## src/hw/rtl/pdvr_pkg.sv

```systemverilog
package pdvr_pkg;

    localparam logic [11:0] DAC_MAX = 12'd3232;
    localparam logic signed [30:0] INTEG_LIMIT = 31'sd500000000;

    // x / 1e6 = (x >> 6) / 15625, reciprocal of 15625 scaled by 2^34
    localparam int unsigned DIV_SHIFT = 6;
    localparam logic [13:0] DIV_ODD = 14'd15625;
    localparam logic [20:0] DIV_RECIP = 21'd1099511;
    localparam int unsigned DIV_RECIP_SHIFT = 34;

    localparam logic [14:0] RST_TARGET_MV = 15'd5000;
    localparam logic [11:0] RST_BASE_STEPS = 12'd0;
    localparam logic [9:0] RST_PROP_GAIN = 10'd300;
    localparam logic [9:0] RST_INTEG_GAIN = 10'd50;
    localparam logic [14:0] RST_CURRENT_LIMIT_MA = 15'd3000;

    typedef enum logic [1:0] {
        ACT_SAMPLE = 2'd0,
        ACT_ENABLE = 2'd1,
        ACT_DISABLE = 2'd2
    } t_action;

    typedef enum logic [2:0] {
        CFG_TARGET_MV = 3'd0,
        CFG_BASE_STEPS = 3'd1,
        CFG_PROP_GAIN = 3'd2,
        CFG_INTEG_GAIN = 3'd3,
        CFG_CURRENT_LIMIT_MA = 3'd4
    } t_cfg_idx;

    typedef struct packed {
        logic [1:0] action;
        logic [31:0] now_ms;
        logic [14:0] voltage_mv;
        logic signed [15:0] current_ma;
    } t_in_item;

    typedef struct packed {
        logic [11:0] dac_code;
        logic output_on;
        logic status;
    } t_out_item;

    typedef struct packed {
        logic is_sample;
        logic output_on;
        logic status;
    } t_side;

endpackage

```

## src/hw/rtl/pdvr_div1m.sv

```systemverilog
module pdvr_div1m import pdvr_pkg::*; (
    input  logic i_clk,
    input  logic i_rst_n,
    input  logic i_vld,
    output logic o_rdy,
    input  logic signed [41:0] i_num,
    input  t_side i_side,
    output logic o_vld,
    input  logic i_rdy,
    output logic [20:0] o_quo,
    output logic o_neg,
    output t_side o_side
);

    typedef struct packed {
        t_side side;
        logic neg;
        logic [33:0] x;
    } t_sa;

    typedef struct packed {
        t_side side;
        logic neg;
        logic [33:0] x;
        logic [37:0] p_hi;
        logic [37:0] p_lo;
    } t_sb;

    typedef struct packed {
        t_side side;
        logic neg;
        logic [33:0] x;
        logic [20:0] q0;
    } t_sc;

    typedef struct packed {
        t_side side;
        logic neg;
        logic [20:0] q;
    } t_sd;

    logic r_va, r_vb, r_vc, r_vd;
    t_sa r_sa;
    t_sb r_sb;
    t_sc r_sc;
    t_sd r_sd;
    t_sa n_sa;
    t_sb n_sb;
    t_sc n_sc;
    t_sd n_sd;
    logic w_en_a, w_en_b, w_en_c, w_en_d;
    logic [41:0] w_mag;
    logic [54:0] w_psum;
    logic [34:0] w_qm;
    logic [34:0] w_rem;

    assign w_en_d = !r_vd || i_rdy;
    assign w_en_c = !r_vc || w_en_d;
    assign w_en_b = !r_vb || w_en_c;
    assign w_en_a = !r_va || w_en_b;
    assign o_rdy = w_en_a;

    always_comb begin
        w_mag = i_num[41] ? 42'(-i_num) : 42'(i_num);
        n_sa.side = i_side;
        n_sa.neg = i_num[41];
        n_sa.x = w_mag[39:DIV_SHIFT];

        n_sb.side = r_sa.side;
        n_sb.neg = r_sa.neg;
        n_sb.x = r_sa.x;
        n_sb.p_hi = 38'(r_sa.x[33:17]) * 38'(DIV_RECIP);
        n_sb.p_lo = 38'(r_sa.x[16:0]) * 38'(DIV_RECIP);

        w_psum = {r_sb.p_hi, 17'd0} + 55'(r_sb.p_lo);
        n_sc.side = r_sb.side;
        n_sc.neg = r_sb.neg;
        n_sc.x = r_sb.x;
        n_sc.q0 = w_psum[54:DIV_RECIP_SHIFT];

        // q0 is low by at most one
        w_qm = 35'(r_sc.q0) * 35'(DIV_ODD);
        w_rem = 35'(r_sc.x) - w_qm;
        n_sd.side = r_sc.side;
        n_sd.neg = r_sc.neg;
        n_sd.q = (w_rem >= 35'(DIV_ODD)) ? r_sc.q0 + 21'd1 : r_sc.q0;
    end

    always_ff @(posedge i_clk) begin
        if (!i_rst_n) begin
            r_va <= 1'b0;
            r_vb <= 1'b0;
            r_vc <= 1'b0;
            r_vd <= 1'b0;
        end else begin
            if (w_en_a) r_va <= i_vld;
            if (w_en_b) r_vb <= r_va;
            if (w_en_c) r_vc <= r_vb;
            if (w_en_d) r_vd <= r_vc;
        end
    end

    always_ff @(posedge i_clk) begin
        if (w_en_a) r_sa <= n_sa;
        if (w_en_b) r_sb <= n_sb;
        if (w_en_c) r_sc <= n_sc;
        if (w_en_d) r_sd <= n_sd;
    end

    assign o_vld = r_vd;
    assign o_quo = r_sd.q;
    assign o_neg = r_sd.neg;
    assign o_side = r_sd.side;

endmodule

```

## config.mk

```make
export PLATFORM = sky130hd
export DESIGN_NAME = pdvr_div1m
export DESIGN_NICKNAME = d
export VERILOG_FILES = /design/src/hw/rtl/pdvr_pkg.sv /design/src/hw/rtl/pdvr_div1m.sv
export SDC_FILE = /design/constraint.sdc
export NUM_CORES = 1
export LEC_CHECK = 0
export BUFFER_PORTS_ARGS = -buffer_cell sky130_fd_sc_hd__buf_2
export CAP_MARGIN = 20
export CORE_MARGIN = 3
export CORE_UTILIZATION = 55
export DETAILED_ROUTE_END_ITERATION = 7
export GPL_TIMING_DRIVEN = 0
export MAX_ROUTING_LAYER = met4
export PLACE_DENSITY = 0.79
export SLEW_MARGIN = 10
export SYNTH_ARGS = -nofsm -noshare
export SYNTH_HDL_FRONTEND = slang
export SYNTH_SLANG_ARGS = --single-unit
```

## constraint.sdc

```tcl
create_clock -name i_clk -period 12 [get_ports i_clk]
set_input_delay 2.4 -clock i_clk [delete_from_list [all_inputs] [get_ports i_clk]]
set_output_delay 2.4 -clock i_clk [all_outputs]
set_load 0.01 [all_outputs]
```

Word-level counts from Yosys, hierarchy flattened
Index checks and enable logic that the tools add are counted.

Register bits: 240. Input bits: 49. Output and inout bits: 27. Word-level logic and storage cells: 45.

Add/sub/neg operators: 4. Multiply operators: 3. $lt $le $gt $ge: 1. Multiplexer cells: 2. Reduce and logical (&&, ||, !) cells: 8.

Operators by type and width (count): 17-bit by 21-bit multiplier with 38-bit output, second input constant (2); 55-bit by 38-bit adder with 55-bit output (1); 40-bit 2-to-1 mux (1); 40-bit negator (1); 35-bit by 14-bit greater-or-equal comparator with 1-bit output, second input constant (1); 21-bit by 14-bit multiplier with 35-bit output, second input constant (1); 34-bit by 35-bit subtractor with 35-bit output (1); 21-bit by 1-bit adder with 21-bit output, second input constant (1); 21-bit 2-to-1 mux (1); 1-bit logical NOT (4); 1-bit logical OR (4).

Logic depth before layout (Yosys ltp)
Depth in word-level cells: 5. Depth in mapped cells: 25.

Worst setup path before layout
Ideal clock, no wire load.

Path type: register to register. Start: reg r_sc[2] (netlist name). End: reg r_sd, in the netlist o_quo[11] (data pin). Setup time: 0.264 ns. Arrival: 6.722 ns. Required time: 11.736 ns. Slack: 5.015 ns. Stages on the path, launching flop included: 22. Period minus slack after synthesis: 6.985 ns. Cell sequence: edfxtp_1 > inv_1 > fa_1 > fa_1 > inv_1 > fa_1 > fa_1 > fa_1 > inv_1 > fa_1 > ha_1 > and3_1 > or3b_2 > o21a_1 > o31ai_1 > mux2_2 > o31ai_1 > o211a_1 > o2111ai_1 > clkbuf_1 > nand4_1 > xnor2_1.

RTL lines: from (decl) (line pdvr_div1m.sv:45) `t_sc r_sc;`; from (signal assigned) (line pdvr_div1m.sv:106) `if (w_en_c) r_sc <= n_sc;`; to (signal assigned) (line pdvr_div1m.sv:107) `if (w_en_d) r_sd <= n_sd;`; to (decl) (line pdvr_div1m.sv:46) `t_sd r_sd;`.

==> results.md <==
- Max Cap Violations: 0
- Reg2reg path depth: 23
- Area grow syn2layout: 7.81%
- Post-Route Setup TNS: 0 ns
- Core Rows: 81
- Vias in the first global route: 19100
- Critical path startpoint category: flop
- Drt total wl: 57.4 mm
- Die W: 229 µm
- CP Class: reg -> reg
- CP Data Arrival Time: 8.71 ns
- # setup viols final: 0
- Status: complete, no violations
- Clock Tree Root: clkbuf_16
- Placed cell areas: 0.0286 mm²
- DR pass1 iterations: 5
- Most frequent cells after synthesis: 625 x inv_1, 495 x ha_1, 356 x fa_1, 218 x edfxtp_1, 111 x xnor2_1
- Synth Instances: 2493
- Hold_buf cts: 0
- Avg Cell Area, Syn: 11.0 µm²
- Final period util: 0.704
- RSZ-0062 raised after global routing: no
- I/O pin total: 76
- Clk_lat worst skew: 0.55 ns
- Hold WC Path Type: reg -> reg
- Worst setup margin: about 3.6 ns
- Slew headroom: 0.336
- Main synth FF type: edfxtp_1
- Dpl ws: 3.59 ns
- Overflow after GRT: 0
- Port Buffer Count: 74
- Clk slew on worst S/H paths: 0.06 ns
- Post-synth EDFFs: 218
- Post-Syn Nets: 3393
- Post-layout utilization of the core: 0.601
- Most common cell in the synthesized netlist: inv_1
- DRT antenna net count: 0
- Setup crit end kind: flop
- Inserted Diodes: 0
- Final min period: 8.44 ns
- Multi-input logic area: ~0.018 mm²
- Via/cell ratio: ~5.4
- Final hold viol count: 0
- Worst slew pin tran: 0.994 ns
- Post-synth top area share: 0.261
- Post-CTS Setup Repair Bufs: 0
- Fmax: about 120 MHz
- Critical Path Start: r_sc[6]
- # nets final: between 3000 and 4000
- Yosys reg bits: 222
- WL per Instance: 17.5 µm
- GRT Util Overall: 0.233
- Initial DRC count: 1039
- Hold Path Depth: 0
- Library cells used by synthesis: 72
- Largest area contributor in the netlist: fa_1
- Reg-to-Reg Start: r_sc[6]
- Setup Skew: 0.0260 ns
- Starting Density: 0.557
- Die area: 0.0524 mm²
- CTS tree: built
- Sequential cell area: ~0.0066 mm²
- Global-route wire length before repair: 96.1 mm
- Num Clock Sinks: around 220
- Initial antenna violation count: 1
- Seq/Total Area, Yosys: 0.242
- Hold wc startpoint: n_sc[37]
- CTS Buf Count: 25
- Post-CTS sizing: 0
- Area of the core: 0.0491 mm²
- Area contributors post-synth: fa_1 26%, edfxtp_1 24%, ha_1 23%
- Largest net degree at the start of global routing: 75
- HPWL Detailed: 49.2 mm
- Routability cong.: 0.985
- Final instance area: 0.0295 mm²
- Layout cells sized above 1: 0.0569
- Vias after detailed routing: 17700
- Synthesized cell area: around 0.027 mm²
- Fillers: roughly 4000
- Async set-reset flop share out of synthesis: 0
- CP max FO: 10
- Post-route DRC: 0
- Clk buf depth: 3
- Synth warn: 0
- Deepest level of the CTS H-tree: 1
- Pins Over Slew Limit: 0
- Vert. Die Dim: 229 µm
- WP data required: 12.27 ns
[per-stage QoR]
| step | hold WS (ns) | cells |
|---|---|---|
| after floorplan | 0.400 | 2493 |
| after global placement | 0.401 | 3231 |
| after detailed placement | 0.405 | 3235 |
| after CTS | 0.413 | 3281 |
| after global routing | 0.420 | 3281 |
| final | 0.413 | 3281 |
[final cells by class]
cell class / count / area share
Multi-Input combinational cell: 1630 / 0.621
Tap cell: 664 / 0.0282
Buffer: 16 / 0.00208
Clock inverter: 18 / 0.00713
Sequential cell: 222 / 0.225
Timing Repair Buffer: 78 / 0.0152
Clock buffer: 28 / 0.0216
Inverter: 625 / 0.0797
[logic make-up after synthesis]
family	count (synthesis)	synth area share
muxes	5	0.00188
buffers and inverters	641	0.0881
and+or+nand+nor	327	0.0618
adders and majority gates	852	0.488
DFF	222	0.242
xor gates and xnor gates	131	0.0420
AOI/OAI and AO/OA	315	0.0761
[worst max-delay path: stages (launching register included)]
cell and delay (ns):
edfxtp_1 0.69, inv_1 0.26, fa_1 0.58, inv_1 0.05, fa_1 0.50, fa_1 0.47, fa_1 0.51, fa_1 0.53
fa_1 0.54, inv_1 0.04, ha_1 0.41, nand4_1 0.23, nor3_1 0.35, nand3_1 0.29, a2111oi_1 0.43, clkdlybuf4s18_2 0.33
o31ai_1 0.12, a21boi_0 0.14, a2111oi_0 0.43, and4_1 0.29, o2111ai_1 0.33, clkbuf_1 0.34, nand4_1 0.17, xnor2_1 0.09
[worst paths after layout]
kind,slack [ns],end
setup / recovery,3.56,o_quo[19]
hold / removal,0.41,r_sc[37]
setup reg to reg,3.56,o_quo[19]
hold reg to reg,0.41,r_sc[37]
[registers in the layout, indices dropped and copies added (netlist names)]
name    cells
n_sb       38
n_sc       38
n_sd        4
o_neg       1
o_quo      21
o_side      3
o_vld       1
r_sb       58
r_sc       55
r_va        1
r_vb        1
r_vc        1
[routing by layer]
layer  global-route usage  part of all wire  vias to the layer above  wire (µm)
met2                0.397              0.50                      366      28600
met4               0.0735             0.035                        0       2030
met3               0.0226             0.040                      103       2320
li1                     -                 -                     8412          -
met1                0.294              0.43                     8798      24500
met5                    -                 0                        -          0
[cells in the final DEF (no fill, tap or decap), types with 5 or more instances in the layout]
master,instances
inv_1,624
fa_1,356
a21boi_0,5
nor2_1,77
a21o_1,31
nand2b_1,10
a21oi_1,79
xnor2_1,111
and4_1,9
a211oi_1,11
clkbuf_1,18
nor2b_1,18
nand4_1,14
nor4_1,5
clkbuf_16,25
nand2_1,75
o21bai_1,9
ha_1,495
nand3_1,28
and3_1,18
buf_2,75
edfxtp_1,218
o31ai_1,20
o211ai_1,7
or4_1,5
nor3_1,20
a31oi_1,11
o2111ai_1,8
and2_1,9
xor2_1,20
o21ai_0,65
o21a_1,24
or3_1,8
or2_2,11
Power is not shown: default switching activity piles up to over one toggle a cycle in this logic, so the estimate is an artifact.
